`src/rtl/assert_macros.svh`:
```
// ---------------------------------------------------------------------------
// Assertion macros
// Shared concurrent assertion forms, clocked on clk_i and off during reset.
// ---------------------------------------------------------------------------
`ifndef ASSERT_MACROS_SVH
`define ASSERT_MACROS_SVH

// Same-cycle implication check
`define VWC_ASSERT(lbl, ante, cons, msg) \
  lbl: assert property (@(posedge clk_i) disable iff (!rst_ni) (ante) |-> (cons)) \
    else $error(msg);

// Next-cycle implication check
`define VWC_ASSERT_NEXT(lbl, ante, cons, msg) \
  lbl: assert property (@(posedge clk_i) disable iff (!rst_ni) (ante) |=> (cons)) \
    else $error(msg);

`endif

```
`src/rtl/vwc_pkg.sv`:
```
// ---------------------------------------------------------------------------
// vwc_pkg
// Types, constants and arithmetic helpers for the wall collision pipeline.
// ---------------------------------------------------------------------------
package vwc_pkg;

  localparam int PosW     = 32;
  localparam int VelW     = 40;
  localparam int RadW     = 31;
  localparam int RestW    = 16;
  localparam int FricW    = 16;
  localparam int FactW    = 21;
  localparam int TsW      = 11;
  localparam int DimW     = 16;
  localparam int ProdAW   = VelW + RestW + 1;
  localparam int ProdOW   = VelW + FactW;
  localparam int CfgIdxW  = 2;
  localparam int CfgDataW = 16;
  localparam int InDataW  = 192;
  localparam int OutDataW = 128;

  localparam logic [DimW-1:0] ArenaWidthRst  = 16'd1792;
  localparam logic [DimW-1:0] ArenaHeightRst = 16'd960;
  localparam logic [TsW-1:0]  TimeStepRst    = 11'd1311;

  typedef logic signed [PosW-1:0]  pos_t;
  typedef logic signed [VelW-1:0]  vel_t;
  typedef logic signed [FactW-1:0] fact_t;

  localparam vel_t VelMax    = 40'sh7F_FFFF_FFFF;
  localparam vel_t VelMinRaw = 40'sh80_0000_0000;

  typedef enum logic [CfgIdxW-1:0] {
    RegArenaWidth  = 2'd0,
    RegArenaHeight = 2'd1,
    RegTimeStep    = 2'd2
  } cfg_reg_e;

  typedef struct packed {
    logic [DimW-1:0] width;
    logic [DimW-1:0] height;
    logic [TsW-1:0]  time_step;
  } cfg_t;

  // Input payload, last field in the lowest bits
  typedef struct packed {
    logic [FricW-1:0] friction;
    logic [RestW-1:0] restitution;
    logic [RadW-1:0]  radius;
    pos_t             prev_y;
    pos_t             prev_x;
    pos_t             pos_y;
    pos_t             pos_x;
  } in_t;

  // Result payload, last field in the lowest bits
  typedef struct packed {
    pos_t new_prev_y;
    pos_t new_prev_x;
    pos_t new_pos_y;
    pos_t new_pos_x;
  } out_t;

  // Particle state carried between pipeline stages
  typedef struct packed {
    pos_t             pos_x;
    pos_t             pos_y;
    vel_t             vel_x;
    vel_t             vel_y;
    logic             hit_x;
    logic             hit_y;
    logic [RestW-1:0] rest;
    fact_t            fact;
  } item_t;

  typedef struct packed {
    logic hit;
    pos_t pos;
  } clamp_t;

  // Exchange the roles of the two axes
  function automatic item_t swap_axes(input item_t it);
    item_t r;
    r       = it;
    r.pos_x = it.pos_y;
    r.pos_y = it.pos_x;
    r.vel_x = it.vel_y;
    r.vel_y = it.vel_x;
    r.hit_x = it.hit_y;
    r.hit_y = it.hit_x;
    return r;
  endfunction

  // Clamp one coordinate against the walls at 0 and at wall
  function automatic clamp_t clamp_axis(input pos_t pos, input logic [RadW-1:0] rad,
                                        input logic [DimW-1:0] wall);
    logic signed [PosW+1:0] p;
    logic signed [PosW+1:0] r;
    logic signed [PosW+1:0] w;
    logic signed [PosW+1:0] lo;
    logic signed [PosW+1:0] hi;
    logic signed [PosW+1:0] wr;
    clamp_t res;
    p  = (PosW+2)'(pos);
    r  = $signed({3'b000, rad});
    w  = $signed({2'b00, wall, 16'h0000});
    lo = p - r;
    hi = p + r;
    wr = w - r;
    res.hit = 1'b1;
    if (lo < 0) begin
      res.pos = $signed({1'b0, rad});
    end else if (hi > w) begin
      res.pos = (wr > 34'sd2147483647) ? 32'sh7FFF_FFFF : wr[PosW-1:0];
    end else begin
      res.hit = 1'b0;
      res.pos = pos;
    end
    return res;
  endfunction

  // Arithmetic shift right, rounding toward zero
  function automatic logic signed [63:0] trunc_shr(input logic signed [63:0] p,
                                                   input logic [4:0] s);
    logic signed [63:0] bias;
    bias = p[63] ? ((64'sd1 <<< s) - 64'sd1) : 64'sd0;
    return (p + bias) >>> s;
  endfunction

  // Symmetric saturation to the velocity range
  function automatic vel_t sat_vel(input logic signed [63:0] v);
    vel_t r;
    if (v > 64'(VelMax)) begin
      r = VelMax;
    end else if (v < -64'(VelMax)) begin
      r = -VelMax;
    end else begin
      r = v[VelW-1:0];
    end
    return r;
  endfunction

  // Saturation to the signed 32 bit range
  function automatic pos_t sat_pos(input logic signed [VelW:0] v);
    pos_t r;
    if (v > 41'sd2147483647) begin
      r = 32'sh7FFF_FFFF;
    end else if (v < -41'sd2147483648) begin
      r = 32'sh8000_0000;
    end else begin
      r = v[PosW-1:0];
    end
    return r;
  endfunction

endpackage

```
`src/rtl/vwc_out.sv`:
```
// ---------------------------------------------------------------------------
// vwc_out
// Last stage: previous positions from the final velocities, output register.
// ---------------------------------------------------------------------------
module vwc_out (
  input  logic            clk_i,
  input  logic            rst_ni,
  input  logic            valid_i,
  output logic            ready_o,
  input  vwc_pkg::item_t  item_i,
  output logic            valid_o,
  input  logic            ready_i,
  output vwc_pkg::out_t   data_o
);

  `include "assert_macros.svh"

  logic                            valid_q;
  vwc_pkg::out_t                   data_q;
  vwc_pkg::out_t                   data_d;
  logic signed [vwc_pkg::VelW:0]   dx;
  logic signed [vwc_pkg::VelW:0]   dy;

  assign ready_o = !valid_q || ready_i;

  // Step back by the velocity and saturate
  always_comb begin
    dx = (vwc_pkg::VelW+1)'(item_i.pos_x) - (vwc_pkg::VelW+1)'(item_i.vel_x);
    dy = (vwc_pkg::VelW+1)'(item_i.pos_y) - (vwc_pkg::VelW+1)'(item_i.vel_y);
    data_d.new_pos_x  = item_i.pos_x;
    data_d.new_pos_y  = item_i.pos_y;
    data_d.new_prev_x = vwc_pkg::sat_pos(dx);
    data_d.new_prev_y = vwc_pkg::sat_pos(dy);
  end

  // Hold the result until the transaction completes
  always_ff @(posedge clk_i or negedge rst_ni) begin
    if (!rst_ni) begin
      valid_q <= 1'b0;
    end else if (ready_o) begin
      valid_q <= valid_i;
    end
  end

  always_ff @(posedge clk_i) begin
    if (valid_i && ready_o) begin
      data_q <= data_d;
    end
  end

  assign valid_o = valid_q;
  assign data_o  = data_q;

  `VWC_ASSERT(a_rise_from_input, $rose(valid_q), $past(valid_i),
    "result appeared without an upstream transaction")

endmodule

```
`config.mk`:
```
export PLATFORM = sky130hd
export DESIGN_NAME = vwc_out
export DESIGN_NICKNAME = d
export VERILOG_FILES = /design/src/rtl/vwc_pkg.sv /design/src/rtl/vwc_out.sv
export VERILOG_INCLUDE_DIRS = /design/src /design/src/rtl
export SDC_FILE = /design/constraint.sdc
export NUM_CORES = 1
export LEC_CHECK = 0
export BUFFER_PORTS_ARGS = -buffer_cell sky130_fd_sc_hd__clkbuf_2
export CAP_MARGIN = 10
export CORE_ASPECT_RATIO = 1.75
export CORE_MARGIN = 10
export CORE_UTILIZATION = 50
export DETAILED_ROUTE_END_ITERATION = 10
export GPL_TIMING_DRIVEN = 1
export PLACE_DENSITY = 0.79
export SLEW_MARGIN = 40
export SYNTH_ARGS = -nofsm -noshare
export SYNTH_HDL_FRONTEND = slang
export SYNTH_SLANG_ARGS = --single-unit
```
`constraint.sdc`:
```
create_clock -name clk_i -period 9.08 [get_ports clk_i]
set_clock_uncertainty 0.15 [all_clocks]
set_input_delay 1.816 -clock clk_i [delete_from_list [all_inputs] [get_ports clk_i]]
set_output_delay 1.816 -clock clk_i [all_outputs]
set_load 0.01 [all_outputs]
```
* After elaboration in Yosys (flattened, before gate mapping)
Cells that the tools add are included.
Operators by class: reduce and logical (&&, ||, !) cells 3, magnitude comparators 4, mux-type cells 2, add/sub/neg operators 2
Operators with widths (count):
- 41-bit by 32-bit greater-than comparator with 1-bit output, second input constant | 2
- 41-bit by 32-bit less-than comparator with 1-bit output, second input constant | 2
- 32-bit by 40-bit subtractor with 41-bit output | 2
- 32-bit two-way mux | 2
- 1-bit logical AND | 1
- 1-bit zero test | 1
- 1-bit logical OR | 1
Storage, ports and cells: flip-flop bits (word level) 129, output and inout bits 130, bits of input ports 187

* Logic depth before layout (Yosys ltp)
word-level depth 3, depth in mapped cells 15, gate-level depth less buffers 14

* Least setup slack after synthesis
OpenSTA, ideal clock, no wires.
path kind input port to flip-flop, start in ready_i, end reg data_q (netlist bit data_o[0]) (enable), stages on the path 2, slack 3.451 ns, arrival 4.976 ns, required time 8.427 ns, library setup time 0.503 ns, cell sequence nand2b_1 > and2_1
Between the ends: cells in the longest elaborated chain, start to end 2
RTL lines:
- from (decl) | line vwc_out.sv:12 | input logic ready_i,
- 1-bit logical OR | line vwc_out.sv:24 | assign ready_o = !valid_q || ready_i;
- 1-bit logical AND | line vwc_out.sv:46 | if (valid_i && ready_o) begin
- to (signal assigned) | line vwc_out.sv:47 | data_q <= data_d;
- to (decl) | line vwc_out.sv:19 | vwc_pkg::out_t data_q;
Every way passes these cells. A chain may end at the register's enable or synchronous reset.

* Final worst setup path
start in item_i[119] (netlist bit), end reg data_q (netlist bit data_o[103]) (data pin)
Between the ends: cells in the longest elaborated chain, start to end 3, elaborated cells on any way between the ends 4, those cells by class add/sub (1); order compare (2); mux (1)
RTL lines:
- from (decl) | line vwc_out.sv:10 | input vwc_pkg::item_t item_i,
- 32-bit by 40-bit subtractor with 41-bit output (*) | line vwc_out.sv:29 | dy = (vwc_pkg::VelW+1)'(item_i.pos_y) - (vwc_pkg::VelW+1)'(item_i.vel_y);
- 41-bit by 32-bit less-than comparator with 1-bit output | line vwc_pkg.sv:148 | end else if (v < -41'sd2147483648) begin
- 32-bit two-way mux | line vwc_pkg.sv:148
Mark *: on every way between the ends. The rest lies on a longest branch, timed or not.

==> parameters.txt <==
Parameter                              Value

Timing
  Setup_tns ... 0 ns
  Relative slew margins ... a little over two fifths
  Final period demand of the worst path ... approximately 5.7 ns
  Setup repair after global routing missed its margin ... no
  Max Freq ... 174 MHz
  Worst-Margin Slew ... roughly 0.87 ns
  Number of endpoints with negative hold slack in the final report ... 0
  Final-report max-slew violation count ... 0
  Post-route clock period utilization ... 63.3%
  Final hold slack ... 0.404 ns
  Total of endpoints with negative setup slack in the final report ... 0

Synthesis
  Portion of the post-synthesis area used by sequential elements ... roughly two fifths
  Mean instance size in the synthesized netlist ... 9.64 um2
  Dominant synthesized flop cell ... sky130_fd_sc_hd__edfxtp_1
  Yosys Warn Count ... 0
  Post-synth design cell area ... 9640 um2
  Synthesized net count ... 1,269
  Cell types occupying the most area after synthesis ... sky130_fd_sc_hd__edfxtp_1 40%, sky130_fd_sc_hd__ha_1 10%, sky130_fd_sc_hd__a21oi_1 4.9%
  Number of different library cells in the post-synthesis netlist ... 83
  Portion of synthesized cell area occupied by the leading cell type ... 39.9%
  Ys async rst share ... 0.775%
  Flip-flop and latch count after synthesis ... 129
  Post-synthesis cell count ... around 1,000
  Number of enable flip-flop cells after synthesis ... ~130
  Area leader, netlist ... sky130_fd_sc_hd__edfxtp_1

Placement
  Port Buffers ... 277
  RD Place Congestion ... 0.960
  Post-detail-place hpwl ... approximately 24,000 um
  Number of placed instances, taps included ... 1,483

Floorplan
  Die Footprint ... 25,500 um2
  I/O pin cnt ... roughly 320
  Floorplan die height ... 204 um
  Effective utilization at floorplan ... around half
  Rows ... 67
  Die X ... 125 um
  Core Region ... ~19,000 um2

Final layout
  Count of inserted antenna diode cells ... 0
  Commonest cells after routing, fill and taps aside ... 277 x sky130_fd_sc_hd__clkbuf_2, 128 x sky130_fd_sc_hd__edfxtp_1, 107 x sky130_fd_sc_hd__inv_1
  Most common cell after layout, fill and taps aside ... sky130_fd_sc_hd__clkbuf_2
  Share of cells above drive strength 1 ... 29.3%
  Final standard cell count with taps included and fillers excluded ... 1,516
  Area added between synthesis and finish ... 22.1%
  Final layout net count ... 1,531

Power
  Leakage power ... roughly 5.2 nW
  Total power per unit cell area ... roughly 170 nW/um2
  IR drop worst, VDD ... about 0.098 mV

Clock tree
  Clock transition at the registers of the reported paths ... about 0.06 ns
  Post-cts resize count ... 0
  Count of hold buffers inserted by post-cts repair ... 0
  Sinks on Clock Net ... 129
  Total clock buffers created by CTS ... 17
  CTS root buffer ... sky130_fd_sc_hd__clkbuf_16
  Clock tree from TritonCTS ... done
  Post-CTS setup buffers ... 0
  Max Buffers Root-to-Sink ... 2
  Worst-Skew Late Latency ... 0.42 ns
  H-tree lvl count ... 4

Setup path
  Critical-path top delay cell ... sky130_fd_sc_hd__o41a_4
  CP arrival ... a little under 6 ns
  Kind of end point of the critical path ... register
  Critical Path Max Stage Delay ... 0.68 ns
  Type of the worst setup path ... input port to register
  Cells along the critical path ... clkbuf_2 -> inv_1 -> ha_1 -> inv_1 -> fa_1 -> a21o_1 -> a311o_2 -> o2111ai_2 -> nand2_1 -> a311o_2 -> a211oi_2 -> xor2_1 -> or4_1 -> o41a_4 -> o21ai_2
  Launching element type of the critical path ... input port
  Register-to-Register Path Depth ... 4
  Required time at the worst-slack endpoint ... 9.21 ns
  Maximum fanout count along the critical path ... 31

Routing
  Total wirelength of the detailed-routed design ... between 20,000 and 30,000 um
  Avg WL per Cell ... about 19 um
  DRC violation count after routing ... 0
  Detailed-routing iteration count for the pre-antenna-repair pass ... 6
  Number of nets with antenna violations after detailed routing ... 0
  Total via count after detailed routing ... 8,629
  Via-to-Cell Ratio ... 5.69
  DRT iter0 DRCs ... 653

GRT
  Pin count of the biggest net entering global routing ... 67
  Number of global-route vias before repair ... 8,956
  Overall overflow remaining after global route ... 0
  Total global-route track usage ... 22.2%
  Wire length of the first global-routing pass ... 45,800 um
  Initial antenna violation count ... 0

Job
  Max_cap viols ... 0

Worst hold path
  Number of cells on the worst hold path ... 2
  Kind of path behind the tightest hold check ... register to register

Status
  Status ... finished clean
-- cell families (layout without fill, tap and decap cells) --
| logic type | count (synthesis) | after routing | synth area share, % |
|---|---|---|---|
| simple gates | 219 | 219 | 11.4 |
| xor+xnor | 71 | 71 | 6.45 |
| buf+inv | 147 | 422 | 6.86 |
| mux | 2 | 2 | 0.208 |
| fa+ha+maj | 82 | 82 | 10.8 |
| flops | 129 | 129 | 40.1 |
| compound gates | 350 | 350 | 24.2 |
-- worst paths after layout --
path                                          start                        end  slack, ns
worst min register to register  valid_o$_DFFE_PN0N_        valid_o$_DFFE_PN0N_       0.40
max in group asynchronous                    rst_ni        valid_o$_DFFE_PN0N_       7.69
min in group asynchronous                    rst_ni        valid_o$_DFFE_PN0N_       1.01
worst min-delay path            valid_o$_DFFE_PN0N_        valid_o$_DFFE_PN0N_       0.40
worst max register to register  valid_o$_DFFE_PN0N_       data_o[30]$_DFFE_PP_       6.63
worst max-delay path                    item_i[119]  data_o[103]$_SDFFCE_PN1P_       3.33
-- final cells by class --
type / count / area [um2]
fillers: 1648 / 7250
inverters: 107 / 402
repair buffers: 283 / 1440
well taps: 241 / 302
clock inverters: 14 / 188
multi-input cells: 724 / 5140
flip-flops and latches: 129 / 3870
clock buffers: 18 / 429
-- critical path, delay by kind of cell --
kind / cells / cell delay (ns)
simple gates: 2 / 0.76
compound gates: 7 / 2.37
buf+inv: 3 / 0.21
xor+xnor: 1 / 0.12
fa+ha+maj: 2 / 0.56
-- cell usage after synthesis (all sizes together), types with 11 or more instances --
master,number
edfxtp,128
o21ai,123
inv,107
a21oi,97
ha,80
nand2,67
nor2,51
xnor2,37
xor2,34
a21o,26
nand4,24
clkbuf,23
buf,17
nand3,15
o21bai,15
a211oi,14
nor3,11
-- sequential cells by signal, indices dropped and copies added (netlist names) --
name / cells
valid_o: 1
data_o: 128
-- per-stage QoR --
| step | power [mW] | util, % | cell area, um2 | worst slack (ns) |
|---|---|---|---|---|
| 2_1_floorplan | 1.15 | - | 9640 | 3.45 |
| 3_3_place_gp | 1.31 | 58.5 | 11100 | 2.78 |
| 3_5_place_dp | 1.32 | 58.5 | 11100 | 2.91 |
| 4_1_cts | 2.04 | 61.8 | 11800 | 3.34 |
| 5_1_grt | 2.13 | 61.9 | 11800 | 3.16 |
| 6_report | 2.04 | 61.9 | 11800 | 3.33 |
-- routing by layer --
layer	GRT usage, %	routed length, um	vias to the layer above
met5	0	0	-
met4	9.58	850	0
met3	4.47	1500	52
met2	44.7	17000	305
met1	20.6	10000	4042
li1	-	-	4230
-- report_power, final --
part | total (mW) | switching (mW) | internal [mW] | leakage [nW]
combinational | 0.591 | 0.366 | 0.225 | 3.74
sequential | 0.724 | 0.0105 | 0.713 | 1.18
clock | 0.726 | 0.268 | 0.458 | 0.297
total | 2.04 | 0.645 | 1.40 | 5.21
Note: power is estimated with default switching activity, not from simulation.
