==> src/rtl/assert_macros.svh <==
// ---------------------------------------------------------------------------
// Assertion macros
// Shared concurrent assertion forms, clocked on clk_i and off during reset.
// ---------------------------------------------------------------------------
`ifndef ASSERT_MACROS_SVH
`define ASSERT_MACROS_SVH

// Same-cycle implication check
`define VWC_ASSERT(lbl, ante, cons, msg) \
  lbl: assert property (@(posedge clk_i) disable iff (!rst_ni) (ante) |-> (cons)) \
    else $error(msg);

// Next-cycle implication check
`define VWC_ASSERT_NEXT(lbl, ante, cons, msg) \
  lbl: assert property (@(posedge clk_i) disable iff (!rst_ni) (ante) |=> (cons)) \
    else $error(msg);

`endif

==> src/rtl/vwc_pkg.sv <==
// ---------------------------------------------------------------------------
// vwc_pkg
// Types, constants and arithmetic helpers for the wall collision pipeline.
// ---------------------------------------------------------------------------
package vwc_pkg;

  localparam int PosW     = 32;
  localparam int VelW     = 40;
  localparam int RadW     = 31;
  localparam int RestW    = 16;
  localparam int FricW    = 16;
  localparam int FactW    = 21;
  localparam int TsW      = 11;
  localparam int DimW     = 16;
  localparam int ProdAW   = VelW + RestW + 1;
  localparam int ProdOW   = VelW + FactW;
  localparam int CfgIdxW  = 2;
  localparam int CfgDataW = 16;
  localparam int InDataW  = 192;
  localparam int OutDataW = 128;

  localparam logic [DimW-1:0] ArenaWidthRst  = 16'd1792;
  localparam logic [DimW-1:0] ArenaHeightRst = 16'd960;
  localparam logic [TsW-1:0]  TimeStepRst    = 11'd1311;

  typedef logic signed [PosW-1:0]  pos_t;
  typedef logic signed [VelW-1:0]  vel_t;
  typedef logic signed [FactW-1:0] fact_t;

  localparam vel_t VelMax    = 40'sh7F_FFFF_FFFF;
  localparam vel_t VelMinRaw = 40'sh80_0000_0000;

  typedef enum logic [CfgIdxW-1:0] {
    RegArenaWidth  = 2'd0,
    RegArenaHeight = 2'd1,
    RegTimeStep    = 2'd2
  } cfg_reg_e;

  typedef struct packed {
    logic [DimW-1:0] width;
    logic [DimW-1:0] height;
    logic [TsW-1:0]  time_step;
  } cfg_t;

  // Input payload, last field in the lowest bits
  typedef struct packed {
    logic [FricW-1:0] friction;
    logic [RestW-1:0] restitution;
    logic [RadW-1:0]  radius;
    pos_t             prev_y;
    pos_t             prev_x;
    pos_t             pos_y;
    pos_t             pos_x;
  } in_t;

  // Result payload, last field in the lowest bits
  typedef struct packed {
    pos_t new_prev_y;
    pos_t new_prev_x;
    pos_t new_pos_y;
    pos_t new_pos_x;
  } out_t;

  // Particle state carried between pipeline stages
  typedef struct packed {
    pos_t             pos_x;
    pos_t             pos_y;
    vel_t             vel_x;
    vel_t             vel_y;
    logic             hit_x;
    logic             hit_y;
    logic [RestW-1:0] rest;
    fact_t            fact;
  } item_t;

  typedef struct packed {
    logic hit;
    pos_t pos;
  } clamp_t;

  // Exchange the roles of the two axes
  function automatic item_t swap_axes(input item_t it);
    item_t r;
    r       = it;
    r.pos_x = it.pos_y;
    r.pos_y = it.pos_x;
    r.vel_x = it.vel_y;
    r.vel_y = it.vel_x;
    r.hit_x = it.hit_y;
    r.hit_y = it.hit_x;
    return r;
  endfunction

  // Clamp one coordinate against the walls at 0 and at wall
  function automatic clamp_t clamp_axis(input pos_t pos, input logic [RadW-1:0] rad,
                                        input logic [DimW-1:0] wall);
    logic signed [PosW+1:0] p;
    logic signed [PosW+1:0] r;
    logic signed [PosW+1:0] w;
    logic signed [PosW+1:0] lo;
    logic signed [PosW+1:0] hi;
    logic signed [PosW+1:0] wr;
    clamp_t res;
    p  = (PosW+2)'(pos);
    r  = $signed({3'b000, rad});
    w  = $signed({2'b00, wall, 16'h0000});
    lo = p - r;
    hi = p + r;
    wr = w - r;
    res.hit = 1'b1;
    if (lo < 0) begin
      res.pos = $signed({1'b0, rad});
    end else if (hi > w) begin
      res.pos = (wr > 34'sd2147483647) ? 32'sh7FFF_FFFF : wr[PosW-1:0];
    end else begin
      res.hit = 1'b0;
      res.pos = pos;
    end
    return res;
  endfunction

  // Arithmetic shift right, rounding toward zero
  function automatic logic signed [63:0] trunc_shr(input logic signed [63:0] p,
                                                   input logic [4:0] s);
    logic signed [63:0] bias;
    bias = p[63] ? ((64'sd1 <<< s) - 64'sd1) : 64'sd0;
    return (p + bias) >>> s;
  endfunction

  // Symmetric saturation to the velocity range
  function automatic vel_t sat_vel(input logic signed [63:0] v);
    vel_t r;
    if (v > 64'(VelMax)) begin
      r = VelMax;
    end else if (v < -64'(VelMax)) begin
      r = -VelMax;
    end else begin
      r = v[VelW-1:0];
    end
    return r;
  endfunction

  // Saturation to the signed 32 bit range
  function automatic pos_t sat_pos(input logic signed [VelW:0] v);
    pos_t r;
    if (v > 41'sd2147483647) begin
      r = 32'sh7FFF_FFFF;
    end else if (v < -41'sd2147483648) begin
      r = 32'sh8000_0000;
    end else begin
      r = v[PosW-1:0];
    end
    return r;
  endfunction

endpackage

==> src/rtl/vwc_front.sv <==
// ---------------------------------------------------------------------------
// vwc_front
// First stage: velocities, friction factor and wall clamps of both axes.
// ---------------------------------------------------------------------------
module vwc_front (
  input  logic            clk_i,
  input  logic            rst_ni,
  input  vwc_pkg::cfg_t   cfg_i,
  input  logic            valid_i,
  output logic            ready_o,
  input  vwc_pkg::in_t    data_i,
  output logic            valid_o,
  input  logic            ready_i,
  output vwc_pkg::item_t  item_o
);

  logic                       valid_q;
  vwc_pkg::item_t             item_q;
  vwc_pkg::item_t             item_d;
  vwc_pkg::clamp_t            cx;
  vwc_pkg::clamp_t            cy;
  logic [vwc_pkg::FricW+vwc_pkg::TsW-1:0] fts;

  assign ready_o = !valid_q || ready_i;

  // Derive the Verlet velocities, the friction factor and the clamped positions
  always_comb begin
    cx  = vwc_pkg::clamp_axis(data_i.pos_x, data_i.radius, cfg_i.width);
    cy  = vwc_pkg::clamp_axis(data_i.pos_y, data_i.radius, cfg_i.height);
    fts = data_i.friction * cfg_i.time_step;
    item_d.pos_x = cx.pos;
    item_d.pos_y = cy.pos;
    item_d.hit_x = cx.hit;
    item_d.hit_y = cy.hit;
    item_d.vel_x = vwc_pkg::VelW'(data_i.pos_x) - vwc_pkg::VelW'(data_i.prev_x);
    item_d.vel_y = vwc_pkg::VelW'(data_i.pos_y) - vwc_pkg::VelW'(data_i.prev_y);
    item_d.rest  = data_i.restitution;
    item_d.fact  = 21'sd65536 - $signed({2'b00, fts[vwc_pkg::FricW+vwc_pkg::TsW-1:8]});
  end

  // Advance the stage valid bit
  always_ff @(posedge clk_i or negedge rst_ni) begin
    if (!rst_ni) begin
      valid_q <= 1'b0;
    end else if (ready_o) begin
      valid_q <= valid_i;
    end
  end

  // Capture the payload on a transaction
  always_ff @(posedge clk_i) begin
    if (valid_i && ready_o) begin
      item_q <= item_d;
    end
  end

  assign valid_o = valid_q;
  assign item_o  = item_q;

endmodule

==> config.mk <==
export PLATFORM = sky130hd
export DESIGN_NAME = vwc_front
export DESIGN_NICKNAME = d
export VERILOG_FILES = /design/src/rtl/assert_macros.svh /design/src/rtl/vwc_pkg.sv /design/src/rtl/vwc_front.sv
export SDC_FILE = /design/constraint.sdc
export NUM_CORES = 1
export LEC_CHECK = 0
export ABC_CLOCK_PERIOD_IN_PS = 6500
export BUFFER_PORTS_ARGS = -buffer_cell sky130_fd_sc_hd__buf_2
export CAP_MARGIN = 10
export CORE_MARGIN = 2
export CORE_UTILIZATION = 45
export CTS_BUF_LIST = sky130_fd_sc_hd__clkbuf_8
export DETAILED_ROUTE_END_ITERATION = 12
export GPL_TIMING_DRIVEN = 0
export PLACE_DENSITY = 0.71
export SETUP_SLACK_MARGIN = 0.4
export SYNTH_ARGS = -nofsm -noshare
export SYNTH_HDL_FRONTEND = slang
export SYNTH_SLANG_ARGS = --single-unit
==> constraint.sdc <==
create_clock -name clk_i -period 6.5 [get_ports clk_i]
set_input_delay 1.625 -clock clk_i [delete_from_list [all_inputs] [get_ports clk_i]]
set_output_delay 1.625 -clock clk_i [all_outputs]
set_load 0.005 [all_outputs]
=== Word level (Yosys, flattened, before mapping) ===
Index checks and enable logic that the tools add are counted.

* Register bits after elaboration: 184
* Bits of input ports: 238
* Logic and storage cells: 38

* $add $sub $neg: 9
* $mul: 1
* Magnitude comparators: 6
* Mux-type cells: 8
* Reductions and logical operators: 3

{| class="wikitable"
|+ Operator list
! cell !! number
|-
| 32-bit by 32-bit subtractor with 33-bit output || 4
|-
| 32-bit two-way mux || 4
|-
| 32-bit by 32-bit adder with 33-bit output || 2
|-
| 33-bit by 32-bit > comparator with 1-bit output, second input constant || 2
|-
| 33-bit > comparator || 2
|-
| 33-bit by 1-bit < comparator with 1-bit output, second input constant || 2
|-
| 32-bit by 31-bit subtractor with 33-bit output || 2
|-
| 31-bit two-way mux || 2
|-
| 16-bit by 11-bit multiplier with 27-bit output || 1
|-
| 17-bit by 19-bit subtractor with 20-bit output, first input constant || 1
|-
| 1-bit two-way mux || 2
|-
| 1-bit logical AND || 1
|-
| 1-bit zero test || 1
|-
| 1-bit logical OR || 1
|}

=== Depth between registers and ports, before layout ===
* Depth in word-level cells: 5
* Mapped depth: 28
* Gate-level depth less buffers: 26

=== Least setup slack after synthesis ===
No wires, ideal clock.

* Path type: input to register
* Start point: in cfg_i[7] (netlist name)
* End point: reg item_q, in the netlist item_o[18], data pin
* Library setup time: 0.266 ns
* Data arrival time: 7.661 ns
* Data required time: 6.234 ns
* Setup slack: -1.427 ns
* Stages: 22
* Buffers on the path: 2
* Path through: clkbuf_1 -> nand2_1 -> fa_1 -> inv_1 -> fa_1 -> fa_1 -> fa_1 -> inv_1 -> fa_1 -> inv_1 -> ha_1 -> clkbuf_1 -> and2_1 -> a41o_1 -> a211o_1 -> a31o_2 -> a2111oi_0 -> nand4_1 -> nor3b_1 -> a31oi_1 -> a211oi_1 -> xnor2_1

{| class="wikitable"
|+ RTL lines
! what !! RTL line !! text
|-
| start: declaration || vwc_front.sv:8 || <nowiki>input vwc_pkg::cfg_t cfg_i,</nowiki>
|-
| end signal: assignment || vwc_front.sv:53 || <nowiki>item_q <= item_d;</nowiki>
|-
| end: declaration || vwc_front.sv:18 || <nowiki>vwc_pkg::item_t item_q;</nowiki>
|}

==> flow_metrics.env <==
export IMPL_status="finished, violations left"
export IMPL_violations="negative setup slack"
export IMPL_reg2reg_from="valid_o"
export IMPL_vdd_drop_max_uv=405
export IMPL_hold_end="valid_o"
export IMPL_whs_ps=568
export IMPL_clk_latency_ps=570
export IMPL_synth_enable_flop_cells=168
export IMPL_syn_to_final_growth_pct=34.6
export IMPL_hold_class="reg -> reg"
export IMPL_comb_power_share_pct=78.4
export IMPL_port_buffers=421
export IMPL_async_flop_share_pct=0.592
export IMPL_grt_pass1_wl_microns=136000
export IMPL_die_x_microns=234
export IMPL_rows=84
export IMPL_drv_cap=0
export IMPL_finalInstanceArea_sq_um=31900
export IMPL_relSlewSlack_pct=25.2
export IMPL_fin_crit_sh_pct=110
export IMPL_die_y_microns=234
export IMPL_critical_path_max_fanout=6
export IMPL_maxSlewViolCount=0
export IMPL_required_ps=6810
export IMPL_rrSetupSlack_ps=4180
export IMPL_grt_max_degree=73
export IMPL_cts_tree="built"
export IMPL_fmax_ghz=0.140
export IMPL_syn_num_nets=3444
export IMPL_p_sw_share_pct=46.4
export IMPL_slowest_stage="a2111oi_4"
export IMPL_startpoint_type="primary input"
export IMPL_cts_clk_slew_worst_paths_ps=100
export IMPL_post_route_util_pct=61.0
export IMPL_fin_crit_ps=7120
export IMPL_finClkSkew_ps=16.2
export IMPL_wl_per_cell_microns=22.7
export IMPL_synth_area_sq_um=23700
export IMPL_grtUsageTotal_pct=33.1
export IMPL_min_path_cells=2
export IMPL_layout_nets=4048
export IMPL_antenna_found_initial=5
export IMPL_drc_errors=0
export IMPL_p_int_mw=6.05
export IMPL_cts_buffer_depth=2
export IMPL_hold_viol=0
export IMPL_finalSetupViolations=75
export IMPL_synth_seq_area_share_pct=21.4
export IMPL_min_delay_start="valid_o"
export IMPL_vias_per_cell=5.89
export IMPL_ys_warn_count=0
export IMPL_grt_overflow=0
export IMPL_end_kind="flop"
export IMPL_gp_congestion=0.976
export IMPL_power_density_nw_per_um2=353
export IMPL_die_area_sq_um=54500
export IMPL_routed_wl_microns=92300
export IMPL_grt_pass1_vias=24000
export IMPL_postRouteAntennaNets=0
export IMPL_arrival_ps=7430
export IMPL_power_leakage_nw=14.5
export IMPL_layout_drive_gt1_share_pct=31.4
export IMPL_synthCells=2763
export IMPL_seqPwrFrac_pct=14.2
export IMPL_rsz0062_at_grt="true"
export IMPL_p_sw_mw=5.23
export IMPL_initial_core_util_pct=45.3
export IMPL_placed_cell_area_sq_um=28000
export IMPL_cts_hold_buf=0
export IMPL_avgSynthCellArea_sq_um=8.58
export IMPL_worst_pin_slew_ps=1120
export IMPL_reg2reg_depth=4
export IMPL_worst_slack_ps=-624
export IMPL_htree_levels=4
export IMPL_io_pin_count=423
export IMPL_final_setup_tns_ps=-29440
export IMPL_drt_iter0_drc=1839
export IMPL_power_share_clock_pct=7.4
export IMPL_cts_made_buffers=17
export IMPL_cts_sinks=169
export IMPL_hpwl_microns=73100
export IMPL_path_class="in -> reg"
export IMPL_dominantRegCellSynth="edfxtp_1"
export IMPL_core_area_sq_um=52300
export IMPL_synth_seq_cells=169
export IMPL_drtPass1Iterations=6
export IMPL_rr_endpoint="item_o[80]"
export IMPL_vias=24000
export IMPL_slowest_delay_ps=410
export IMPL_ys_types=90
export IMPL_cts_root_buffer="clkbuf_8"
-- cells in the mapped netlist, drive strengths merged, types with 33 or more instances --
master / number / area share (%)
inv: 383 / 6.1
ha: 315 / 17
nand2: 195 / 3.1
nor2: 190 / 3.0
a21oi: 170 / 3.6
edfxtp: 168 / 21
fa: 128 / 11
o21ai: 114 / 2.4
xnor2: 100 / 3.7
and2: 93 / 2.5
clkbuf: 75 / 1.2
a21o: 55 / 1.7
nor3: 55 / 1.2
nand3: 50 / 1.1
xor2: 43 / 1.6
a31oi: 42 / 1.1
nand4: 41 / 1.1
nand2b: 38 / 1.0
nor2b: 34 / 0.90
o21a: 33 / 1.0
-- final cells by class --
class                           count  area [sq um]
Antenna cell                        3          7.51
Buffer                            101          1180
Clock buffer                       17           234
Clock inverter                     15           161
Fill cell                        4564         20400
Inverter                          383          1470
Multi-Input combinational cell   2110         19000
Sequential cell                   169          5070
Tap cell                          688           861
Timing Repair Buffer              585          3940
-- worst max path at each step --
stage	startpoint	to	slack (ps)
final	data_i[129]	item_o[127]	-620
after global routing	cfg_i[3]	item_o[18]	-810
after CTS	data_i[129]	item_o[131]	-550
after detailed placement	data_i[129]	item_o[162]	-2230
after global placement	data_i[129]	item_o[162]	-2170
after floorplan	cfg_i[5]	item_o[18]	-560
-- repair_timing --
action	in CTS	in global routing
setup buffers	111	36
resized for setup	319	140
pin swaps	154	86
endpoints found under the setup margin	83	82
cloned	12	2
endpoints found under the hold margin	0	0
-- metal layers --
layer | routed length (microns) | GRT usage [%] | part of all wire, %
met5 | 0 | 0 | 0
met4 | 4990 | 17.4 | 5.4
met3 | 6000 | 4.83 | 6.5
met2 | 45100 | 57.3 | 49
met1 | 36200 | 39.5 | 39
-- critical path, delay by kind of cell --
| family | cells | cell delay (ps) |
|---|---|---|
| AO/OA/AOI/OAI | 13 | 2970 |
| XOR/XNOR | 1 | 130 |
| adder cells (fa/ha/maj) | 2 | 570 |
| AND/OR/NAND/NOR | 7 | 1300 |
| buffers and inverters | 6 | 800 |
-- state kept, by name (all words and copies together) (netlist names) --
name / count
valid_o: 1
item_o: 168
-- cells by family after synthesis --
logic type | share of synthesized area (%)
fa+ha+maj | 27.4
compound gates | 19.7
simple gates | 17.7
xor+xnor | 5.28
flops | 21.4
mux | 0.401
buf+inv | 8.04
-- power groups by stage --
stage / logic [mW] / clock network [mW] / registers (mW)
6_report: 8.84 / 0.838 / 1.60
3_3_place_gp: 6.13 / 0 / 1.63
4_1_cts: 7.93 / 0.866 / 1.60
2_1_floorplan: 4.64 / 0 / 1.63
5_1_grt: 9.53 / 0.887 / 1.61
3_5_place_dp: 6.23 / 0 / 1.62
-- cells in the final DEF (no fill, tap or decap), types with 40 or more instances in the layout --
cell / n
and2_1: 74
fa_1: 117
nor3_1: 47
inv_1: 355
nand2_1: 170
xor2_1: 41
ha_1: 285
edfxtp_1: 168
a21oi_1: 140
nand3_1: 42
nand4_1: 40
nor2_1: 146
o21ai_0: 82
buf_2: 400
a21o_1: 55
buf_6: 42
xnor2_1: 91
buf_4: 134
-- through the flow --
| step | worst slack (ps) | total power, mW | std cells |
|---|---|---|---|
| 2_1_floorplan | -560 | 6.27 | 2763 |
| 3_3_place_gp | -2170 | 7.76 | 3872 |
| 3_5_place_dp | -2230 | 7.85 | 3874 |
| 4_1_cts | -549 | 10.4 | 4029 |
| 5_1_grt | -814 | 12.0 | 4071 |
| 6_report | -624 | 11.3 | 4071 |
Note: power is estimated with default switching activity, not from simulation.
