File: src/rtl/assert_macros.svh
// ---------------------------------------------------------------------------
// Assertion macros
// Shared concurrent assertion forms, clocked on clk_i and off during reset.
// ---------------------------------------------------------------------------
`ifndef ASSERT_MACROS_SVH
`define ASSERT_MACROS_SVH

// Same-cycle implication check
`define VWC_ASSERT(lbl, ante, cons, msg) \
  lbl: assert property (@(posedge clk_i) disable iff (!rst_ni) (ante) |-> (cons)) \
    else $error(msg);

// Next-cycle implication check
`define VWC_ASSERT_NEXT(lbl, ante, cons, msg) \
  lbl: assert property (@(posedge clk_i) disable iff (!rst_ni) (ante) |=> (cons)) \
    else $error(msg);

`endif

File: src/rtl/vwc_pkg.sv
// ---------------------------------------------------------------------------
// vwc_pkg
// Types, constants and arithmetic helpers for the wall collision pipeline.
// ---------------------------------------------------------------------------
package vwc_pkg;

  localparam int PosW     = 32;
  localparam int VelW     = 40;
  localparam int RadW     = 31;
  localparam int RestW    = 16;
  localparam int FricW    = 16;
  localparam int FactW    = 21;
  localparam int TsW      = 11;
  localparam int DimW     = 16;
  localparam int ProdAW   = VelW + RestW + 1;
  localparam int ProdOW   = VelW + FactW;
  localparam int CfgIdxW  = 2;
  localparam int CfgDataW = 16;
  localparam int InDataW  = 192;
  localparam int OutDataW = 128;

  localparam logic [DimW-1:0] ArenaWidthRst  = 16'd1792;
  localparam logic [DimW-1:0] ArenaHeightRst = 16'd960;
  localparam logic [TsW-1:0]  TimeStepRst    = 11'd1311;

  typedef logic signed [PosW-1:0]  pos_t;
  typedef logic signed [VelW-1:0]  vel_t;
  typedef logic signed [FactW-1:0] fact_t;

  localparam vel_t VelMax    = 40'sh7F_FFFF_FFFF;
  localparam vel_t VelMinRaw = 40'sh80_0000_0000;

  typedef enum logic [CfgIdxW-1:0] {
    RegArenaWidth  = 2'd0,
    RegArenaHeight = 2'd1,
    RegTimeStep    = 2'd2
  } cfg_reg_e;

  typedef struct packed {
    logic [DimW-1:0] width;
    logic [DimW-1:0] height;
    logic [TsW-1:0]  time_step;
  } cfg_t;

  // Input payload, last field in the lowest bits
  typedef struct packed {
    logic [FricW-1:0] friction;
    logic [RestW-1:0] restitution;
    logic [RadW-1:0]  radius;
    pos_t             prev_y;
    pos_t             prev_x;
    pos_t             pos_y;
    pos_t             pos_x;
  } in_t;

  // Result payload, last field in the lowest bits
  typedef struct packed {
    pos_t new_prev_y;
    pos_t new_prev_x;
    pos_t new_pos_y;
    pos_t new_pos_x;
  } out_t;

  // Particle state carried between pipeline stages
  typedef struct packed {
    pos_t             pos_x;
    pos_t             pos_y;
    vel_t             vel_x;
    vel_t             vel_y;
    logic             hit_x;
    logic             hit_y;
    logic [RestW-1:0] rest;
    fact_t            fact;
  } item_t;

  typedef struct packed {
    logic hit;
    pos_t pos;
  } clamp_t;

  // Exchange the roles of the two axes
  function automatic item_t swap_axes(input item_t it);
    item_t r;
    r       = it;
    r.pos_x = it.pos_y;
    r.pos_y = it.pos_x;
    r.vel_x = it.vel_y;
    r.vel_y = it.vel_x;
    r.hit_x = it.hit_y;
    r.hit_y = it.hit_x;
    return r;
  endfunction

  // Clamp one coordinate against the walls at 0 and at wall
  function automatic clamp_t clamp_axis(input pos_t pos, input logic [RadW-1:0] rad,
                                        input logic [DimW-1:0] wall);
    logic signed [PosW+1:0] p;
    logic signed [PosW+1:0] r;
    logic signed [PosW+1:0] w;
    logic signed [PosW+1:0] lo;
    logic signed [PosW+1:0] hi;
    logic signed [PosW+1:0] wr;
    clamp_t res;
    p  = (PosW+2)'(pos);
    r  = $signed({3'b000, rad});
    w  = $signed({2'b00, wall, 16'h0000});
    lo = p - r;
    hi = p + r;
    wr = w - r;
    res.hit = 1'b1;
    if (lo < 0) begin
      res.pos = $signed({1'b0, rad});
    end else if (hi > w) begin
      res.pos = (wr > 34'sd2147483647) ? 32'sh7FFF_FFFF : wr[PosW-1:0];
    end else begin
      res.hit = 1'b0;
      res.pos = pos;
    end
    return res;
  endfunction

  // Arithmetic shift right, rounding toward zero
  function automatic logic signed [63:0] trunc_shr(input logic signed [63:0] p,
                                                   input logic [4:0] s);
    logic signed [63:0] bias;
    bias = p[63] ? ((64'sd1 <<< s) - 64'sd1) : 64'sd0;
    return (p + bias) >>> s;
  endfunction

  // Symmetric saturation to the velocity range
  function automatic vel_t sat_vel(input logic signed [63:0] v);
    vel_t r;
    if (v > 64'(VelMax)) begin
      r = VelMax;
    end else if (v < -64'(VelMax)) begin
      r = -VelMax;
    end else begin
      r = v[VelW-1:0];
    end
    return r;
  endfunction

  // Saturation to the signed 32 bit range
  function automatic pos_t sat_pos(input logic signed [VelW:0] v);
    pos_t r;
    if (v > 41'sd2147483647) begin
      r = 32'sh7FFF_FFFF;
    end else if (v < -41'sd2147483648) begin
      r = 32'sh8000_0000;
    end else begin
      r = v[PosW-1:0];
    end
    return r;
  endfunction

endpackage

File: src/rtl/vwc_axis.sv
// ---------------------------------------------------------------------------
// vwc_axis
// Two-stage collision response along x: multiply, then round and saturate.
// ---------------------------------------------------------------------------
module vwc_axis (
  input  logic            clk_i,
  input  logic            rst_ni,
  input  logic            valid_i,
  output logic            ready_o,
  input  vwc_pkg::item_t  item_i,
  output logic            valid_o,
  input  logic            ready_i,
  output vwc_pkg::item_t  item_o
);

  `include "assert_macros.svh"

  logic                                s1_valid_q;
  logic                                s2_valid_q;
  logic                                s2_ready;
  vwc_pkg::item_t                      s1_q;
  vwc_pkg::item_t                      s2_q;
  vwc_pkg::item_t                      s2_d;
  logic signed [vwc_pkg::ProdAW-1:0]   prod_a_d;
  logic signed [vwc_pkg::ProdAW-1:0]   prod_a_q;
  logic signed [vwc_pkg::ProdOW-1:0]   prod_o_d;
  logic signed [vwc_pkg::ProdOW-1:0]   prod_o_q;
  logic signed [63:0]                  q_a;
  logic signed [63:0]                  q_o;

  assign s2_ready = !s2_valid_q || ready_i;
  assign ready_o  = !s1_valid_q || s2_ready;

  // Form the restitution and friction products
  always_comb begin
    prod_a_d = item_i.vel_x * $signed({1'b0, item_i.rest});
    prod_o_d = item_i.vel_y * item_i.fact;
  end

  // On a hit, scale back, reflect the normal velocity, apply friction to the tangential one and saturate
  always_comb begin
    q_a  = vwc_pkg::trunc_shr(64'(prod_a_q), 5'd8);
    q_o  = vwc_pkg::trunc_shr(64'(prod_o_q), 5'd16);
    s2_d = s1_q;
    if (s1_q.hit_x) begin
      s2_d.vel_x = vwc_pkg::sat_vel(-q_a);
      s2_d.vel_y = vwc_pkg::sat_vel(q_o);
    end
  end

  // Advance the valid bits of both stages
  always_ff @(posedge clk_i or negedge rst_ni) begin
    if (!rst_ni) begin
      s1_valid_q <= 1'b0;
      s2_valid_q <= 1'b0;
    end else begin
      if (ready_o) begin
        s1_valid_q <= valid_i;
      end
      if (s2_ready) begin
        s2_valid_q <= s1_valid_q;
      end
    end
  end

  // Capture payloads
  always_ff @(posedge clk_i) begin
    if (valid_i && ready_o) begin
      s1_q     <= item_i;
      prod_a_q <= prod_a_d;
      prod_o_q <= prod_o_d;
    end
    if (s1_valid_q && s2_ready) begin
      s2_q <= s2_d;
    end
  end

  assign valid_o = s2_valid_q;
  assign item_o  = s2_q;

  `VWC_ASSERT_NEXT(a_hold_stalled, s2_valid_q && !ready_i, s2_valid_q && $stable(s2_q),
    "axis stage lost or changed a stalled transaction")
  `VWC_ASSERT(a_vel_symmetric, s2_valid_q,
    (s2_q.vel_x != vwc_pkg::VelMinRaw) && (s2_q.vel_y != vwc_pkg::VelMinRaw),
    "velocity left the symmetric saturation range")

endmodule

File: config.mk
export PLATFORM = sky130hd
export DESIGN_NAME = vwc_axis
export DESIGN_NICKNAME = d
export VERILOG_FILES = /design/src/rtl/vwc_pkg.sv /design/src/rtl/vwc_axis.sv
export VERILOG_INCLUDE_DIRS = /design/src /design/src/rtl
export SDC_FILE = /design/constraint.sdc
export NUM_CORES = 2
export LEC_CHECK = 0
export BUFFER_PORTS_ARGS = -buffer_cell sky130_fd_sc_hd__buf_2
export CORE_ASPECT_RATIO = 0.6
export CORE_MARGIN = 5
export CORE_UTILIZATION = 60
export CTS_CLUSTER_DIAMETER = 150
export DETAILED_ROUTE_END_ITERATION = 8
export PLACE_DENSITY = 0.78
export SETUP_SLACK_MARGIN = 0.05
export SLEW_MARGIN = 20
export SYNTH_ARGS = -nofsm -noshare
export SYNTH_HDL_FRONTEND = slang
export SYNTH_SLANG_ARGS = --single-unit
File: constraint.sdc
create_clock -name clk_i -period 10.7 [get_ports clk_i]
set_input_delay 0.535 -clock clk_i [delete_from_list [all_inputs] [get_ports clk_i]]
set_output_delay 0.535 -clock clk_i [all_outputs]
set_load 0.01 [all_outputs]
# Yosys cells after proc, flatten, opt, wreduce, memory -nomap -nowiden
# Cells that the tools add are included.
# W data, S select, Z words.
[totals]
register_bits = 486
inputBits = 187
out_inout_bits = 185
wordCells = 42
[op_classes]
addsub = 3
n_mul = 2
n_lt_le_gt_ge = 4
n_mux = 7
reduce_logical = 6
[op_table]
columns = ["op", "n"]
rows = [
  ["$mux W40", 4],
  ["$mux W80", 1],
  ["$gt A64 B40 Y1 const B", 1],
  ["$lt A64 B40 Y1 const B", 1],
  ["$neg A50 Y64", 1],
  ["$add A61 B17 Y62", 1],
  ["$mul A40 B21 Y61", 1],
  ["$add A57 B9 Y58", 1],
  ["$mul A40 B17 Y57", 1],
  ["$gt A46 B40 Y1 const B", 1],
  ["$lt A46 B40 Y1 const B", 1],
  ["$mux W16", 1],
  ["$mux W8", 1],
  ["$logic_and A1 B1 Y1", 2],
  ["$logic_not A1 Y1", 2],
  ["$logic_or A1 B1 Y1", 2],
]

# Depth between registers and ports, before layout
[logic_depth]
ltp_word = 7
mapped_depth = 30
depth_no_buf = 29

# Worst setup path before layout
# No wires, ideal clock.
[synth_timing]
kind = "in2reg"
from = "input ready_i"
to = "register prod_a_q[0] (netlist name), enable pin"
setup_ps = 702
arrival_ps = 7586
required_ps = 9998
setup_slack_ps = 2412
path_stages = 2
path_buffers = 0
path_cell_list = "nand3b_1 and2_1"
[synth_between]
elab_chain_len = 3
[synth_lines]
columns = ["element", "line_no", "text"]
rows = [
  ["start, declared", "vwc_axis.sv:12", "input logic ready_i,"],
  ["$logic_or A1 B1 Y1", "vwc_axis.sv:31", "assign s2_ready = !s2_valid_q || ready_i;"],
  ["$logic_or A1 B1 Y1", "vwc_axis.sv:32", "assign ready_o = !s1_valid_q || s2_ready;"],
  ["$logic_and A1 B1 Y1", "vwc_axis.sv:68", "if (valid_i && ready_o) begin"],
  ["end signal, assigned", "vwc_axis.sv:70", "prod_a_q <= prod_a_d;"],
  ["end, declared", "vwc_axis.sv:25", "logic signed [vwc_pkg::ProdAW-1:0] prod_a_q;"],
]
# No other way between the ends.
# A chain may end at the register's enable or synchronous reset.

# Worst setup path after layout
[layout_timing]
from = "input item_i[25] (netlist name)"
to = "register prod_a_q[56] (netlist name), data pin"
[layout_between]
elab_chain_len = 1
[layout_lines]
columns = ["element", "line_no", "text"]
rows = [
  ["start, declared", "vwc_axis.sv:10", "input vwc_pkg::item_t item_i,"],
  ["$mul A40 B17 Y57", "vwc_axis.sv:36", "prod_a_d = item_i.vel_x * $signed({1'b0, item_i.rest});"],
  ["net prod_a_d (one bit)", "vwc_axis.sv:24", "logic signed [vwc_pkg::ProdAW-1:0] prod_a_d;"],
]
# The timed path passes the listed nets, and every way through them passes these cells.

==> impl_metrics.prom <==
# TYPE chip_impl_metric gauge
chip_impl_info{name="result_of_the_run",value="complete, no violations"} 1
chip_impl_metric{name="number_of_buffers_created_by_cts",unit=""} 53
chip_impl_metric{name="cp_data_required_time",unit="ns"} 11.04
chip_impl_metric{name="final_number_of_max_transition_violations",unit=""} 0
chip_impl_metric{name="dpl.hpwl",unit="um"} 149100
chip_impl_metric{name="count_of_antenna_violating_nets_left_after_detailed_routing",unit=""} 0
chip_impl_metric{name="crit_fanout",unit=""} 28
chip_impl_metric{name="number_of_antenna_violations_at_the_first_check_in_global_routing",unit=""} 12
chip_impl_metric{name="grt_util_met3",unit="%"} 8.544
chip_impl_metric{name="met2_usage",unit="%"} 45.25
chip_impl_metric{name="layout-area-overhead-vs-synth",unit="%"} 6.662
chip_impl_metric{name="initial_core_util",unit="%"} 60.20
chip_impl_metric{name="num_vias",unit=""} 50310
chip_impl_metric{name="core.rowCount",unit=""} 97
chip_impl_metric{name="numPlacedInstances",unit=""} 8648
chip_impl_metric{name="finalSetupTns",unit="ns"} 0
chip_impl_metric{name="io_pins",unit=""} 372
chip_impl_metric{name="fin_worst_skew",unit="ns"} 0.03967
chip_impl_info{name="tritoncts",value="yes"} 1
chip_impl_metric{name="clock_transition_at_the_register_clock_pins_on_the_worst_setup_and_hold_paths_after_cts",unit="ns"} 0.07
chip_impl_metric{name="finalNonFillerCells",unit=""} 8758
chip_impl_metric{name="port_buffers",unit=""} 371
chip_impl_metric{name="ys_seq_elements",unit=""} 486
chip_impl_metric{name="maxCapViolations",unit=""} 0
chip_impl_metric{name="netlist_instances",unit=""} 7026
chip_impl_metric{name="layout_min_cycle_time",unit="ns"} 9.202
chip_impl_metric{name="postSynth.asyncResetShare",unit="%"} 0.4115
chip_impl_metric{name="final_min_period_over_clock_period",unit="%"} 86.00
chip_impl_metric{name="grt_first_pass_wirelength",unit="um"} 304300
chip_impl_info{name="clockRootBuffer",value="clkbuf_16"} 1
chip_impl_metric{name="clock_insertion_delay_worst_skew",unit="ns"} 0.65
chip_impl_metric{name="synthesis.area_per_instance",unit="sq um"} 9.963
chip_impl_metric{name="die_x",unit="um"} 451.0
chip_impl_info{name="type_of_the_tightest_min_delay_check",value="in -> reg"} 1
chip_impl_metric{name="cts_htree_levels",unit=""} 2
chip_impl_metric{name="first_global_vias",unit=""} 53565
chip_impl_metric{name="max-slew-margin-rel",unit="%"} 18.39
chip_impl_metric{name="worst_ep_arrival_time",unit="ns"} 9.54
chip_impl_metric{name="synth_warnings",unit=""} 0
chip_impl_metric{name="die_h",unit="um"} 274.6
chip_impl_metric{name="synth.cell_area",unit="sq mm"} 0.07000
chip_impl_metric{name="detailedRoute.firstPassIterationCount",unit=""} 6
chip_impl_metric{name="wire_per_inst",unit="um"} 21.89
chip_impl_info{name="critical_path_class",value="in -> reg"} 1
chip_impl_metric{name="vias_per_cell",unit=""} 5.744
chip_impl_metric{name="route.detailed.drc",unit=""} 0
chip_impl_metric{name="cts_buffer_depth",unit=""} 3
chip_impl_metric{name="layout_setup_ws",unit="ns"} 1.498
chip_impl_info{name="synthFlopType",value="edfxtp_1"} 1
chip_impl_metric{name="grt_overflow",unit=""} 0
chip_impl_metric{name="dp_worst_setup_slack",unit="ns"} 0.7943
chip_impl_metric{name="fmax",unit="MHz"} 108.7
chip_impl_info{name="critPathLaunchType",value="input port"} 1
chip_impl_metric{name="setup_violations",unit=""} 0
chip_impl_info{name="setup.worst_path.end_class",value="flop"} 1
chip_impl_metric{name="synth_enable_flop_cells",unit=""} 484
chip_impl_metric{name="ys_types",unit=""} 83
chip_impl_metric{name="clkSinkCount",unit=""} 486
chip_impl_metric{name="worst_pin_slew",unit="ns"} 1.193
chip_impl_metric{name="wl",unit="um"} 191700
chip_impl_metric{name="die-area",unit="sq mm"} 0.1238
chip_impl_metric{name="postCtsResizedCells",unit=""} 0
chip_impl_metric{name="finalHoldViolCount",unit=""} 0
chip_impl_metric{name="grt_overall_usage",unit="%"} 31.81
chip_impl_metric{name="globalplace.congestion",unit=""} 0.9536
chip_impl_metric{name="drt_first_iter_violations",unit=""} 5282
chip_impl_metric{name="core",unit="sq mm"} 0.1163
chip_impl_metric{name="synth-seq-area-share",unit="%"} 20.83
chip_impl_metric{name="grt_start_max_net_pins",unit=""} 171
chip_impl_info{name="grt_most_used_layer",value="met1"} 1
chip_impl_info{name="grt_setup_unrepaired",value="false"} 1
chip_impl_metric{name="finalNetCount",unit=""} 9085
chip_impl_metric{name="met1_usage_grt",unit="%"} 47.20
chip_impl_metric{name="postSynthNetCount",unit=""} 8941
chip_impl_metric{name="drive_gt1_share",unit="%"} 7.972
==> layout make-up <==
cell class	instances	area, sq um
antenna	11	27.53
clock buffer	62	1360
clock inverter	36	351.6
fill	9228	41610
inverter	1626	6103
multi-input combinational	4585	48080
sequential	486	14580
tap	1534	1919
timing repair buffer	418	2237
==> critical path: stages <==
cell and delay (ns):
buf_2 0.58, buf_4 0.36, nand2_1 0.12, fa_1 0.50, inv_1 0.06, fa_1 0.54, inv_1 0.06, fa_1 0.49
fa_1 0.51, fa_1 0.50, inv_1 0.05, fa_1 0.44, ha_1 0.38, and3_1 0.41, nand3_1 0.11, or2_2 0.37
a2111oi_1 0.83, nor3_1 0.36, a21o_1 0.30, a21o_1 0.19, a211o_1 0.29, a31oi_1 0.36, a21oi_1 0.24, o21ai_0 0.35
a21oi_1 0.14, xnor2_1 0.45
==> path summary, 6_finish.rpt <==
| check | end | start | slack [ns] | cells after the start |
|---|---|---|---|---|
| worst min-delay path | s1_q[162] | item_i[162] | 0.06 | 1 |
| max in group asynchronous | valid_o | rst_ni | 10.35 | 2 |
| min in group asynchronous | s1_valid_q | rst_ni | 0.25 | 2 |
| worst min register to register | item_o[15] | s1_q[15] | 0.40 | 0 |
| worst max-delay path | prod_a_q[56] | item_i[25] | 1.50 | 26 |
| worst max register to register | item_o[113] | prod_a_q[56] | 3.36 | 18 |
==> kinds of logic (layout without fill, tap and decap cells) <==
group	after synthesis	count (layout)	synth area share (%)
flip-flops	486	486	20.83
XOR/XNOR	216	216	2.703
buffers and inverters	1955	2142	10.55
multiplexers	11	11	0.1805
other	0	11	0
AO/OA/AOI/OAI	500	500	5.207
AND/OR/NAND/NOR	2130	2130	14.40
adder cells (fa/ha/maj)	1728	1728	46.13
==> layout by cell type, fill, tap and decap left out, types with 28 or more instances in the layout <==
cell type	instances
a21o_1	68
ha_1	307
nand2b_1	32
nor3_1	42
o22ai_2	30
nor4_1	28
nand2_1	1086
fa_1	1421
xnor2_1	133
inv_1	1626
nand4_1	37
clkbuf_16	53
a21oi_1	114
nor2_1	198
edfxtp_1	484
buf_4	44
o21ai_0	61
buf_2	371
and3_1	40
o22a_1	40
nand3_1	75
and2_1	480
xor2_1	83
==> per-layer routing <==
layer,wire [um],vias to the layer above
met2,80830,3057
met5,16,-
met4,7968,2
met3,24040,403
met1,78850,25336
li1,-,21512
==> synth_stat cells, drive strengths merged (37+ instances only) <==
master / n / area, sq um
inv: 1626 / 6103
a21oi: 114 / 570.6
clkbuf: 303 / 1137
nor2: 198 / 743.2
o22a: 40 / 350.3
nand3: 77 / 395.4
nor3: 42 / 210.2
xnor2: 133 / 1165
and3: 40 / 250.2
and2: 483 / 3022
nand4: 38 / 244.0
fa: 1421 / 28450
edfxtp: 484 / 14530
ha: 307 / 3841
xor2: 83 / 727.0
o21ai: 63 / 315.3
a21o: 68 / 510.5
o22ai: 37 / 419.2
nand2: 1086 / 4076
==> sequential cells by signal, indices dropped and copies added, names as in the netlist <==
register	count
item_o	183
s1_valid_q	1
prod_a_q	57
valid_o	1
prod_o_q	61
s1_q	183
==> per-stage QoR <==
step                      cell area, sq um  hold WS, ns  util [%]
after floorplan                      70000       0.2394         -
after global placement               72900       0.3213     62.70
after detailed placement             72900       0.3248     62.70
after CTS                            74630      0.01528     64.18
after global routing                 74650      0.02679     64.21
final                                74660      0.06427     64.21
==> repair_timing <==
| item | 4_1_cts | 5_1_grt |
|---|---|---|
| hold buffers | 1 | 0 |
| hold endpoints to repair | 2 | 0 |
| setup buffers | 0 | 0 |
Power is left out: the tool's default activity adds up to more than one toggle a clock period on the data nets, which glitch-free logic cannot reach.
